===== config.mk =====
export PLATFORM = sky130hd
export DESIGN_NAME = remote_button_frame_change_detect_flat
export DESIGN_NICKNAME = d
export VERILOG_FILES = /design/src/rtl/rbfcd_pkg.sv /design/src/rtl/rbfcd_req_if.sv /design/src/rtl/rbfcd_rsp_if.sv /design/src/rtl/rbfcd_csr_if.sv /design/src/rtl/remote_button_frame_change_detect.sv /design/src/flat_wrapper.sv
export VERILOG_INCLUDE_DIRS = /design/src /design/src/rtl
export SDC_FILE = /design/constraint.sdc
export NUM_CORES = 2
export LEC_CHECK = 0
export BUFFER_PORTS_ARGS = -buffer_cell sky130_fd_sc_hd__clkbuf_2
export CORE_ASPECT_RATIO = 1.25
export CORE_MARGIN = 2
export CORE_UTILIZATION = 45
export DETAILED_ROUTE_END_ITERATION = 16
export PLACE_DENSITY = 0.7
export SLEW_MARGIN = 40
export SYNTH_ARGS = -nofsm -noshare
export SYNTH_HDL_FRONTEND = slang
export SYNTH_SLANG_ARGS = --single-unit

===== constraint.sdc =====
create_clock -name clock -period 9.1 [get_ports clock]
set_input_delay 0.91 -clock clock [delete_from_list [all_inputs] [get_ports clock]]
set_output_delay 0.91 -clock clock [all_outputs]
set_load 0.005 [all_outputs]

===== src/rtl/remote_button_frame_change_detect_defines.svh =====
// Assertion macros for the button frame change detector.
// The first form checks a consequent in the same cycle, the second in the next cycle.
`ifndef REMOTE_BUTTON_FRAME_CHANGE_DETECT_DEFINES_SVH
`define REMOTE_BUTTON_FRAME_CHANGE_DETECT_DEFINES_SVH
`ifndef SYNTHESIS
`define RBFCD_ASSERT_NOW(label, clk, rst, ante, cons) \
   label: assert property (@(posedge clk) disable iff (rst) (ante) |-> (cons)) \
      else $error("rbfcd assertion failed");
`define RBFCD_ASSERT_NEXT(label, clk, rst, ante, cons) \
   label: assert property (@(posedge clk) disable iff (rst) (ante) |=> (cons)) \
      else $error("rbfcd assertion failed");
`else
`define RBFCD_ASSERT_NOW(label, clk, rst, ante, cons)
`define RBFCD_ASSERT_NEXT(label, clk, rst, ante, cons)
`endif
`endif


===== src/rtl/rbfcd_pkg.sv =====
`timescale 1ns / 1ps
package rbfcd_pkg;

   localparam int NumButtons   = 38;
   localparam int IdxBits      = $clog2(NumButtons);
   localparam int TimeBits     = 32;
   localparam int NumWords     = 3;
   localparam int BassLen      = 12;
   localparam int ChordLen     = 12;
   localparam int ToneLen      = 14;
   localparam int DebounceBits = 16;
   localparam int CntBits      = 4;

   typedef logic [IdxBits-1:0]      idx_type;
   typedef logic [TimeBits-1:0]     ms_type;
   typedef logic [CntBits-1:0]      cnt_type;
   typedef logic [DebounceBits-1:0] debounce_type;
   typedef logic [15:0]             flag_word_type;

   localparam idx_type      LastIdx       = idx_type'(NumButtons - 1);
   localparam cnt_type      FrameBytes    = cnt_type'(6);
   localparam cnt_type      CntMax        = cnt_type'(15);
   localparam debounce_type DebounceReset = debounce_type'(20);

   localparam logic ModeByte   = 1'b0;
   localparam logic ModeEnd    = 1'b1;
   localparam logic KindEvent  = 1'b0;
   localparam logic KindStatus = 1'b1;

   typedef struct packed {
      logic    kind;
      idx_type button_index;
      logic    active;
      logic    frame_ok;
      logic    last;
   } rsp_word_type;

endpackage


===== src/rtl/rbfcd_req_if.sv =====
`timescale 1ns / 1ps
interface rbfcd_req_if;
   logic                   valid;
   logic                   ready;
   logic                   mode;
   logic [7:0]             data_byte;
   logic [31:0]            now_ms;

   modport source (output valid, output mode, output data_byte, output now_ms, input ready);
   modport sink (input valid, input mode, input data_byte, input now_ms, output ready);
endinterface


===== src/rtl/rbfcd_rsp_if.sv =====
`timescale 1ns / 1ps
interface rbfcd_rsp_if;
   logic                     valid;
   logic                     ready;
   logic                     kind;
   rbfcd_pkg::idx_type       button_index;
   logic                     active;
   logic                     frame_ok;
   logic                     last;

   modport source (output valid, output kind, output button_index, output active,
                   output frame_ok, output last, input ready);
   modport sink (input valid, input kind, input button_index, input active,
                 input frame_ok, input last, output ready);
endinterface


===== src/rtl/rbfcd_csr_if.sv =====
`timescale 1ns / 1ps
interface rbfcd_csr_if;
   logic                      valid;
   logic                      ready;
   rbfcd_pkg::debounce_type   data;

   modport source (output valid, output data, input ready);
   modport sink (input valid, input data, output ready);
endinterface


===== src/rtl/remote_button_frame_change_detect.sv =====
// Bytes are taken only in ST_IDLE and give no word; a good frame's end starts a scan of 38 buttons.
// A changed button goes through ST_READ (toggle-time memory read) and ST_EVAL (compare, then
// write back if debounce passes); an unchanged one only through ST_READ. Output stalls hold ST_EVAL.
// A short or long frame goes through ST_STATUS to its registered status word, held by output stalls.
// Synchronous active-high reset clears control state, flag words and the per-button valid
// bits, so every toggle time reads as zero until it is first written.
`timescale 1ns / 1ps
`include "remote_button_frame_change_detect_defines.svh"

module remote_button_frame_change_detect (
   input  logic          clock,
   input  logic          reset,
   rbfcd_req_if.sink     req_bus,
   rbfcd_rsp_if.source   rsp_bus,
   rbfcd_csr_if.sink     csr_bus
);

   typedef enum logic [1:0] {
      ST_IDLE,
      ST_READ,
      ST_EVAL,
      ST_STATUS
   } state_type;

   state_type                 state_ff, state_in;
   rbfcd_pkg::idx_type        idx_ff, idx_in;
   rbfcd_pkg::cnt_type        cnt_ff, cnt_in;
   rbfcd_pkg::ms_type         now_ff, now_in;
   rbfcd_pkg::debounce_type   debounce_ff, debounce_in;
   logic                      ok_ff, ok_in;
   rbfcd_pkg::flag_word_type  new_words_ff [rbfcd_pkg::NumWords];
   rbfcd_pkg::flag_word_type  new_words_in [rbfcd_pkg::NumWords];
   rbfcd_pkg::flag_word_type  cur_words_ff [rbfcd_pkg::NumWords];
   rbfcd_pkg::flag_word_type  cur_words_in [rbfcd_pkg::NumWords];
   logic [rbfcd_pkg::NumButtons-1:0] valid_ff, valid_in;
   logic                      rsp_valid_ff, rsp_valid_in;
   rbfcd_pkg::rsp_word_type   rsp_word_ff, rsp_word_in;

   // Toggle-time memory, one entry per button, registered read port.
   rbfcd_pkg::ms_type         toggle_mem [rbfcd_pkg::NumButtons];
   rbfcd_pkg::ms_type         rd_data_ff;
   logic                      rd_valid_ff;
   logic                      rd_en;
   logic                      wr_en;

   logic [rbfcd_pkg::NumButtons-1:0] new_bits;
   logic [rbfcd_pkg::NumButtons-1:0] diff_bits;
   rbfcd_pkg::ms_type         last_time;
   rbfcd_pkg::ms_type         elapsed;
   logic                      debounce_ok;
   logic                      out_free;
   logic                      req_fire;

   assign new_bits = {new_words_ff[2][rbfcd_pkg::ToneLen-1:0],
                      new_words_ff[1][rbfcd_pkg::ChordLen-1:0],
                      new_words_ff[0][rbfcd_pkg::BassLen-1:0]};
   assign diff_bits = new_bits ^ {cur_words_ff[2][rbfcd_pkg::ToneLen-1:0],
                                  cur_words_ff[1][rbfcd_pkg::ChordLen-1:0],
                                  cur_words_ff[0][rbfcd_pkg::BassLen-1:0]};

   assign last_time   = rd_valid_ff ? rd_data_ff : '0;
   assign elapsed     = now_ff - last_time;
   assign debounce_ok = elapsed >= rbfcd_pkg::ms_type'(debounce_ff);

   assign out_free = !rsp_valid_ff || rsp_bus.ready;
   assign req_bus.ready = (state_ff == ST_IDLE);
   assign req_fire = req_bus.valid && req_bus.ready;
   assign csr_bus.ready = 1'b1;

   assign rsp_bus.valid        = rsp_valid_ff;
   assign rsp_bus.kind         = rsp_word_ff.kind;
   assign rsp_bus.button_index = rsp_word_ff.button_index;
   assign rsp_bus.active       = rsp_word_ff.active;
   assign rsp_bus.frame_ok     = rsp_word_ff.frame_ok;
   assign rsp_bus.last         = rsp_word_ff.last;

   always_comb begin
      logic advance;
      state_in     = state_ff;
      idx_in       = idx_ff;
      cnt_in       = cnt_ff;
      now_in       = now_ff;
      ok_in        = ok_ff;
      new_words_in = new_words_ff;
      cur_words_in = cur_words_ff;
      valid_in     = valid_ff;
      rsp_word_in  = rsp_word_ff;
      rsp_valid_in = rsp_valid_ff && !rsp_bus.ready;
      debounce_in  = debounce_ff;
      rd_en        = 1'b0;
      wr_en        = 1'b0;
      advance      = 1'b0;

      if (csr_bus.valid) begin
         debounce_in = csr_bus.data;
      end

      case (state_ff)
         ST_IDLE: begin
            if (req_fire) begin
               if (req_bus.mode == rbfcd_pkg::ModeByte) begin
                  if (cnt_ff < rbfcd_pkg::FrameBytes) begin
                     if (cnt_ff[0]) begin
                        new_words_in[cnt_ff[2:1]][15:8] = req_bus.data_byte;
                     end else begin
                        new_words_in[cnt_ff[2:1]][7:0] = req_bus.data_byte;
                     end
                  end
                  if (cnt_ff != rbfcd_pkg::CntMax) begin
                     cnt_in = cnt_ff + 1'b1;
                  end
               end else begin
                  cnt_in = '0;
                  if (cnt_ff == rbfcd_pkg::FrameBytes) begin
                     now_in   = req_bus.now_ms[rbfcd_pkg::TimeBits-1:0];
                     idx_in   = '0;
                     state_in = ST_READ;
                  end else begin
                     ok_in    = 1'b0;
                     state_in = ST_STATUS;
                  end
               end
            end
         end
         ST_READ: begin
            // Only changed buttons need their toggle time.
            if (diff_bits[idx_ff]) begin
               rd_en    = 1'b1;
               state_in = ST_EVAL;
            end else begin
               advance = 1'b1;
            end
         end
         ST_EVAL: begin
            if (!debounce_ok) begin
               advance = 1'b1;
            end else if (out_free) begin
               wr_en                    = 1'b1;
               valid_in[idx_ff]         = 1'b1;
               rsp_valid_in             = 1'b1;
               rsp_word_in.kind         = rbfcd_pkg::KindEvent;
               rsp_word_in.button_index = idx_ff;
               rsp_word_in.active       = new_bits[idx_ff];
               rsp_word_in.frame_ok     = 1'b1;
               rsp_word_in.last         = 1'b0;
               advance                  = 1'b1;
            end
         end
         ST_STATUS: begin
            if (out_free) begin
               rsp_valid_in             = 1'b1;
               rsp_word_in.kind         = rbfcd_pkg::KindStatus;
               rsp_word_in.button_index = '0;
               rsp_word_in.active       = 1'b0;
               rsp_word_in.frame_ok     = ok_ff;
               rsp_word_in.last         = 1'b1;
               state_in                 = ST_IDLE;
            end
         end
         default: begin
            state_in = ST_IDLE;
         end
      endcase

      if (advance) begin
         if (idx_ff == rbfcd_pkg::LastIdx) begin
            // Current words follow the new frame even where debounce held a change back.
            cur_words_in = new_words_ff;
            ok_in        = 1'b1;
            state_in     = ST_STATUS;
         end else begin
            idx_in   = idx_ff + 1'b1;
            state_in = ST_READ;
         end
      end
   end

   always_ff @(posedge clock) begin
      if (reset) begin
         state_ff     <= ST_IDLE;
         cnt_ff       <= '0;
         debounce_ff  <= rbfcd_pkg::DebounceReset;
         valid_ff     <= '0;
         rsp_valid_ff <= 1'b0;
         for (int w = 0; w < rbfcd_pkg::NumWords; w++) begin
            new_words_ff[w] <= '0;
            cur_words_ff[w] <= '0;
         end
      end else begin
         state_ff     <= state_in;
         cnt_ff       <= cnt_in;
         debounce_ff  <= debounce_in;
         valid_ff     <= valid_in;
         rsp_valid_ff <= rsp_valid_in;
         new_words_ff <= new_words_in;
         cur_words_ff <= cur_words_in;
      end
      idx_ff      <= idx_in;
      now_ff      <= now_in;
      ok_ff       <= ok_in;
      rsp_word_ff <= rsp_word_in;
   end

   // A read and a write of one entry never overlap: each button is read once per scan,
   // and its write back happens before the scan moves on.
   always_ff @(posedge clock) begin
      if (rd_en) begin
         rd_data_ff  <= toggle_mem[idx_ff];
         rd_valid_ff <= valid_ff[idx_ff];
      end
      if (wr_en) begin
         toggle_mem[idx_ff] <= now_ff;
      end
   end

   `RBFCD_ASSERT_NOW(a_event_fields, clock, reset,
      rsp_valid_ff && (rsp_word_ff.kind == rbfcd_pkg::KindEvent),
      rsp_word_ff.frame_ok && !rsp_word_ff.last)
   `RBFCD_ASSERT_NOW(a_count_cleared_in_scan, clock, reset,
      state_ff != ST_IDLE, cnt_ff == '0)
   `RBFCD_ASSERT_NEXT(a_write_marks_valid, clock, reset,
      wr_en, valid_ff[$past(idx_ff)])

endmodule


===== src/flat_wrapper.sv =====
// flat-port wrapper written by rule: the top's interface ports become plain ports
module remote_button_frame_change_detect_flat 
  (clock, reset, req_bus_valid, req_bus_mode, req_bus_data_byte, req_bus_now_ms, req_bus_ready, rsp_bus_valid, rsp_bus_kind, rsp_bus_button_index, rsp_bus_active, rsp_bus_frame_ok, rsp_bus_last, rsp_bus_ready, csr_bus_valid, csr_bus_data, csr_bus_ready);
  rbfcd_req_if req_bus_i ();
  rbfcd_rsp_if rsp_bus_i ();
  rbfcd_csr_if csr_bus_i ();
  input  logic clock;
  input  logic reset;
  input wire logic [$bits(req_bus_i.valid)-1:0] req_bus_valid;
  input wire logic [$bits(req_bus_i.mode)-1:0] req_bus_mode;
  input wire logic [$bits(req_bus_i.data_byte)-1:0] req_bus_data_byte;
  input wire logic [$bits(req_bus_i.now_ms)-1:0] req_bus_now_ms;
  output wire logic [$bits(req_bus_i.ready)-1:0] req_bus_ready;
  output wire logic [$bits(rsp_bus_i.valid)-1:0] rsp_bus_valid;
  output wire logic [$bits(rsp_bus_i.kind)-1:0] rsp_bus_kind;
  output wire logic [$bits(rsp_bus_i.button_index)-1:0] rsp_bus_button_index;
  output wire logic [$bits(rsp_bus_i.active)-1:0] rsp_bus_active;
  output wire logic [$bits(rsp_bus_i.frame_ok)-1:0] rsp_bus_frame_ok;
  output wire logic [$bits(rsp_bus_i.last)-1:0] rsp_bus_last;
  input wire logic [$bits(rsp_bus_i.ready)-1:0] rsp_bus_ready;
  input wire logic [$bits(csr_bus_i.valid)-1:0] csr_bus_valid;
  input wire logic [$bits(csr_bus_i.data)-1:0] csr_bus_data;
  output wire logic [$bits(csr_bus_i.ready)-1:0] csr_bus_ready;
  assign req_bus_i.valid = req_bus_valid;
  assign req_bus_i.mode = req_bus_mode;
  assign req_bus_i.data_byte = req_bus_data_byte;
  assign req_bus_i.now_ms = req_bus_now_ms;
  assign req_bus_ready = req_bus_i.ready;
  assign rsp_bus_valid = rsp_bus_i.valid;
  assign rsp_bus_kind = rsp_bus_i.kind;
  assign rsp_bus_button_index = rsp_bus_i.button_index;
  assign rsp_bus_active = rsp_bus_i.active;
  assign rsp_bus_frame_ok = rsp_bus_i.frame_ok;
  assign rsp_bus_last = rsp_bus_i.last;
  assign rsp_bus_i.ready = rsp_bus_ready;
  assign csr_bus_i.valid = csr_bus_valid;
  assign csr_bus_i.data = csr_bus_data;
  assign csr_bus_ready = csr_bus_i.ready;
  remote_button_frame_change_detect u_core (.clock(clock), .reset(reset), .req_bus(req_bus_i), .rsp_bus(rsp_bus_i), .csr_bus(csr_bus_i));
endmodule

==> results.toml <==
[run_status]
status = "complete, no violations"

[timing]
setup-tns-final_ns = 0
maxSlewHeadroom_pct = 39.6
clock_skew_ns = 0.0474
worst_slew_pin_slew_ns = 0.906
period_needed_ns = 6.83
hold_viol_final = 0
fin_crit_sh_pct = 75.1
rsz0062_at_grt = "no"
max_freq_mhz = 146
drv_slew = 0
finalSetupViolCount = 0

[yosys]
ys.flop_type = "edfxtp_1"
synth_top_area_share_pct = 69.9
synth_simple_gate_area_share_pct = 4.40
synth_xor_area_share_pct = 0.948
synth_top_area_cell = "edfxtp_1"
async_flop_share_pct = 0
syn-instance-count = 3478
synth_compound_area_share_pct = 13.4
yosysWarningCount = 0
synth_fa_ha_area_share_pct = 1.35
synth.mux.area_fraction_pct = 3.07
avgSynthCellArea_um2 = 15.9
synth_top_family_by_area = "compound AO/OA/AOI/OAI gates"
synth_area_mm2 = 0.0554
synth_area_leaders = "edfxtp_1 (70%), a22oi_1 (6.1%), dfxtp_1 (5.2%)"
synth_edf_count = 1290
ys_ff_latch = 1434
ys_seq_area_share_pct = 75.1
ys_types = 72
synth_nets = 3599

[power_and_ir_drop]
vdd_ir_drop_max_mv = 0.219
leakage_nw = 20.7
pwr_density_cell_mw_per_mm2 = 277

[drt]
antenna_left = 0
vias_per_cell = 6.50
first_iter_violations = 5514
vias = 34700
drc_errors = 0
wl_per_cell_um = 32.2
first_pass_iters = 9
totalWireLength_um = 172000

[critical_path]
critPathLaunch = "u_core.rd_valid_ff"
reg2reg_setup_slack_ns = 2.27
reg2regPathDepth = 23
cp_data_arrival_time_ns = 7.28
reg2reg_to = "u_core.toggle_mem[4][7]"
cp.required_ns = 9.55
worstPathMaxFanout = 32
start_kind = "register"
reg2reg_from = "u_core.rd_valid_ff"
critical_path_class = "reg2reg"
endpoint_kind = "register"
endpoint = "u_core.toggle_mem[4][7]"

[finish]
final_cell_mix = "edfxtp_1 (1290), a22oi_1 (451), nor2_1 (155)"
area_growth_syn_to_layout_pct = 15.2
fin_cells = 5341
final_common_cell = "edfxtp_1"
fin_nets = 3740
drive_gt1_share_pct = 14.5

[cts]
numCtsBuffers = 135
cts_sinks = 1434
h-tree-depth = 4
cts_buffer_depth = 3
clk_pin_slew_ns = 0.06
cts_tree = "built"
hold_buffers = 0
postCtsSetupBuffers = 0
root_buffer = "clkbuf_16"
clk_latency_ns = 0.78
cts_resized = 0

[floorplan]
dieArea_mm2 = 0.126
die_h_um = 396
die_w_um = 318
design.core.area_mm2 = 0.123
rows = 144
floorplan.initialDensity_pct = 45.2
io_pins = 75

[grt]
track_usage_pct = 26.8
grt.overflow.total = 0
grt_max_degree = 119
antenna_found_initial = 11
grt_pass1_vias = 33300
grt_pass1_wl_um = 243000

[min_path]
holdCritPathClass = "in2reg"
hold_depth = 1

[place]
dpl.hpwl_um = 109000
placed_cells = 5086
place_congestion = 0.917
io_buffers = 73

[job]
cap_violations = 0
cell type report:
type,count,area [um2]
flip-flops and latches,1434,41600
inverters,34,128
fillers,9627,58800
multi-input cells,1788,13200
clock inverters,82,1130
repair buffers,226,2140
well taps,1606,2010
clock buffers,166,3580
diodes,5,12.5
critical path, cell delays in order, from the launching register on:
cell and delay [ns]:
edfxtp_1 0.35, buf_4 0.24, and2_1 0.18, ha_1 0.20, fa_1 0.43, nand2b_1 0.19, a21oi_1 0.29, o21ai_0 0.19
nand2b_1 0.14, a21oi_1 0.10, xnor2_1 0.14, ha_1 0.30, nand4_1 0.13, or4_1 0.54, o32ai_1 0.28, a221o_1 0.15
nor4_1 0.06, nand3_1 0.10, or4_4 0.15, nor2_1 0.07, a21oi_2 0.57, nand2_2 0.50, nor2_4 0.77, buf_4 0.37
cell usage after synthesis, types with 34 or more instances:
library cell	n
o2bb2ai_1	38
edfxtp_1	1290
a221oi_1	86
ha_1	58
buf_1	37
a22o_1	60
mux2i_1	124
nor2_1	201
nand2_1	114
dfxtp_1	144
nand4_1	72
xor2_1	47
clkbuf_1	173
inv_1	34
a22oi_1	451
o21ai_0	64
a31oi_1	42
a21oi_1	88
kinds of logic (layout without fill, tap and decap cells):
| family | Yosys count | count (layout) |
|---|---|---|
| multiplexers | 159 | 159 |
| adder cells (fa/ha/maj) | 59 | 59 |
| AO/OA/AOI/OAI | 994 | 994 |
| other | 1 | 6 |
| buffers and inverters | 256 | 508 |
| XOR/XNOR | 60 | 60 |
| flip-flops | 1434 | 1434 |
| AND/OR/NAND/NOR | 515 | 515 |
metal layers:
layer / wire (um) / up-vias / share of wire (%) / track usage (%)
met5: 43 / - / 0.025 / 0
li1: - / 14400 / - / -
met4: 10800 / 6 / 6.3 / 15.0
met2: 80700 / 2335 / 47 / 43.1
met3: 19300 / 426 / 11 / 6.57
met1: 61000 / 17500 / 35 / 33.5
power breakdown:
part | switching [mW] | internal (mW) | leakage (nW)
logic | 3.06 | 1.26 | 5.70
registers | 0.158 | 7.24 | 12.8
clock network | 2.52 | 3.47 | 2.27
registers in the layout, summed over array words and instances, names as in the netlist:
| register | count |
|---|---|
| u_core.rd_data_ff | 32 |
| u_core.toggle_mem | 1216 |
| u_core.rsp_bus.frame_ok | 1 |
| u_core.cur_words_ff | 38 |
| u_core.ok_ff | 1 |
| u_core.rsp_bus.active | 1 |
| u_core.rsp_bus.last | 1 |
| u_core.cnt_ff | 4 |
| u_core.rsp_bus.valid | 1 |
| u_core.idx_ff | 6 |
| u_core.state_ff | 2 |
| u_core.rd_valid_ff | 1 |
| u_core.now_ff | 32 |
| u_core.debounce_ff | 16 |
| u_core.new_bits | 38 |
| u_core.rsp_bus.button_index | 6 |
| u_core.valid_ff | 38 |
metrics by stage:
step	util, %	cell area (um2)	hold slack, ns	setup WS [ns]	power (mW)
after floorplan	-	55400	0.432	2.65	9.76
after global placement	47.5	58200	0.445	1.76	11.7
after detailed placement	48.2	59100	0.449	2.36	11.7
after CTS	52.0	63800	0.277	2.32	17.6
after global routing	52.0	63900	0.307	1.91	18.1
final	52.1	63900	0.327	2.27	17.7
worst min-delay path by stage:
stage                              from                  end  slack (ns)
floorplan           u_core.valid_ff[28]  u_core.valid_ff[28]        0.43
global placement    u_core.valid_ff[18]  u_core.valid_ff[18]        0.45
detailed placement   u_core.valid_ff[3]   u_core.valid_ff[3]        0.45
CTS                  req_bus_now_ms[29]    u_core.now_ff[29]        0.28
global route         req_bus_now_ms[29]    u_core.now_ff[29]        0.31
finish               req_bus_now_ms[25]    u_core.now_ff[25]        0.33
(Power assumes the default switching activity.)
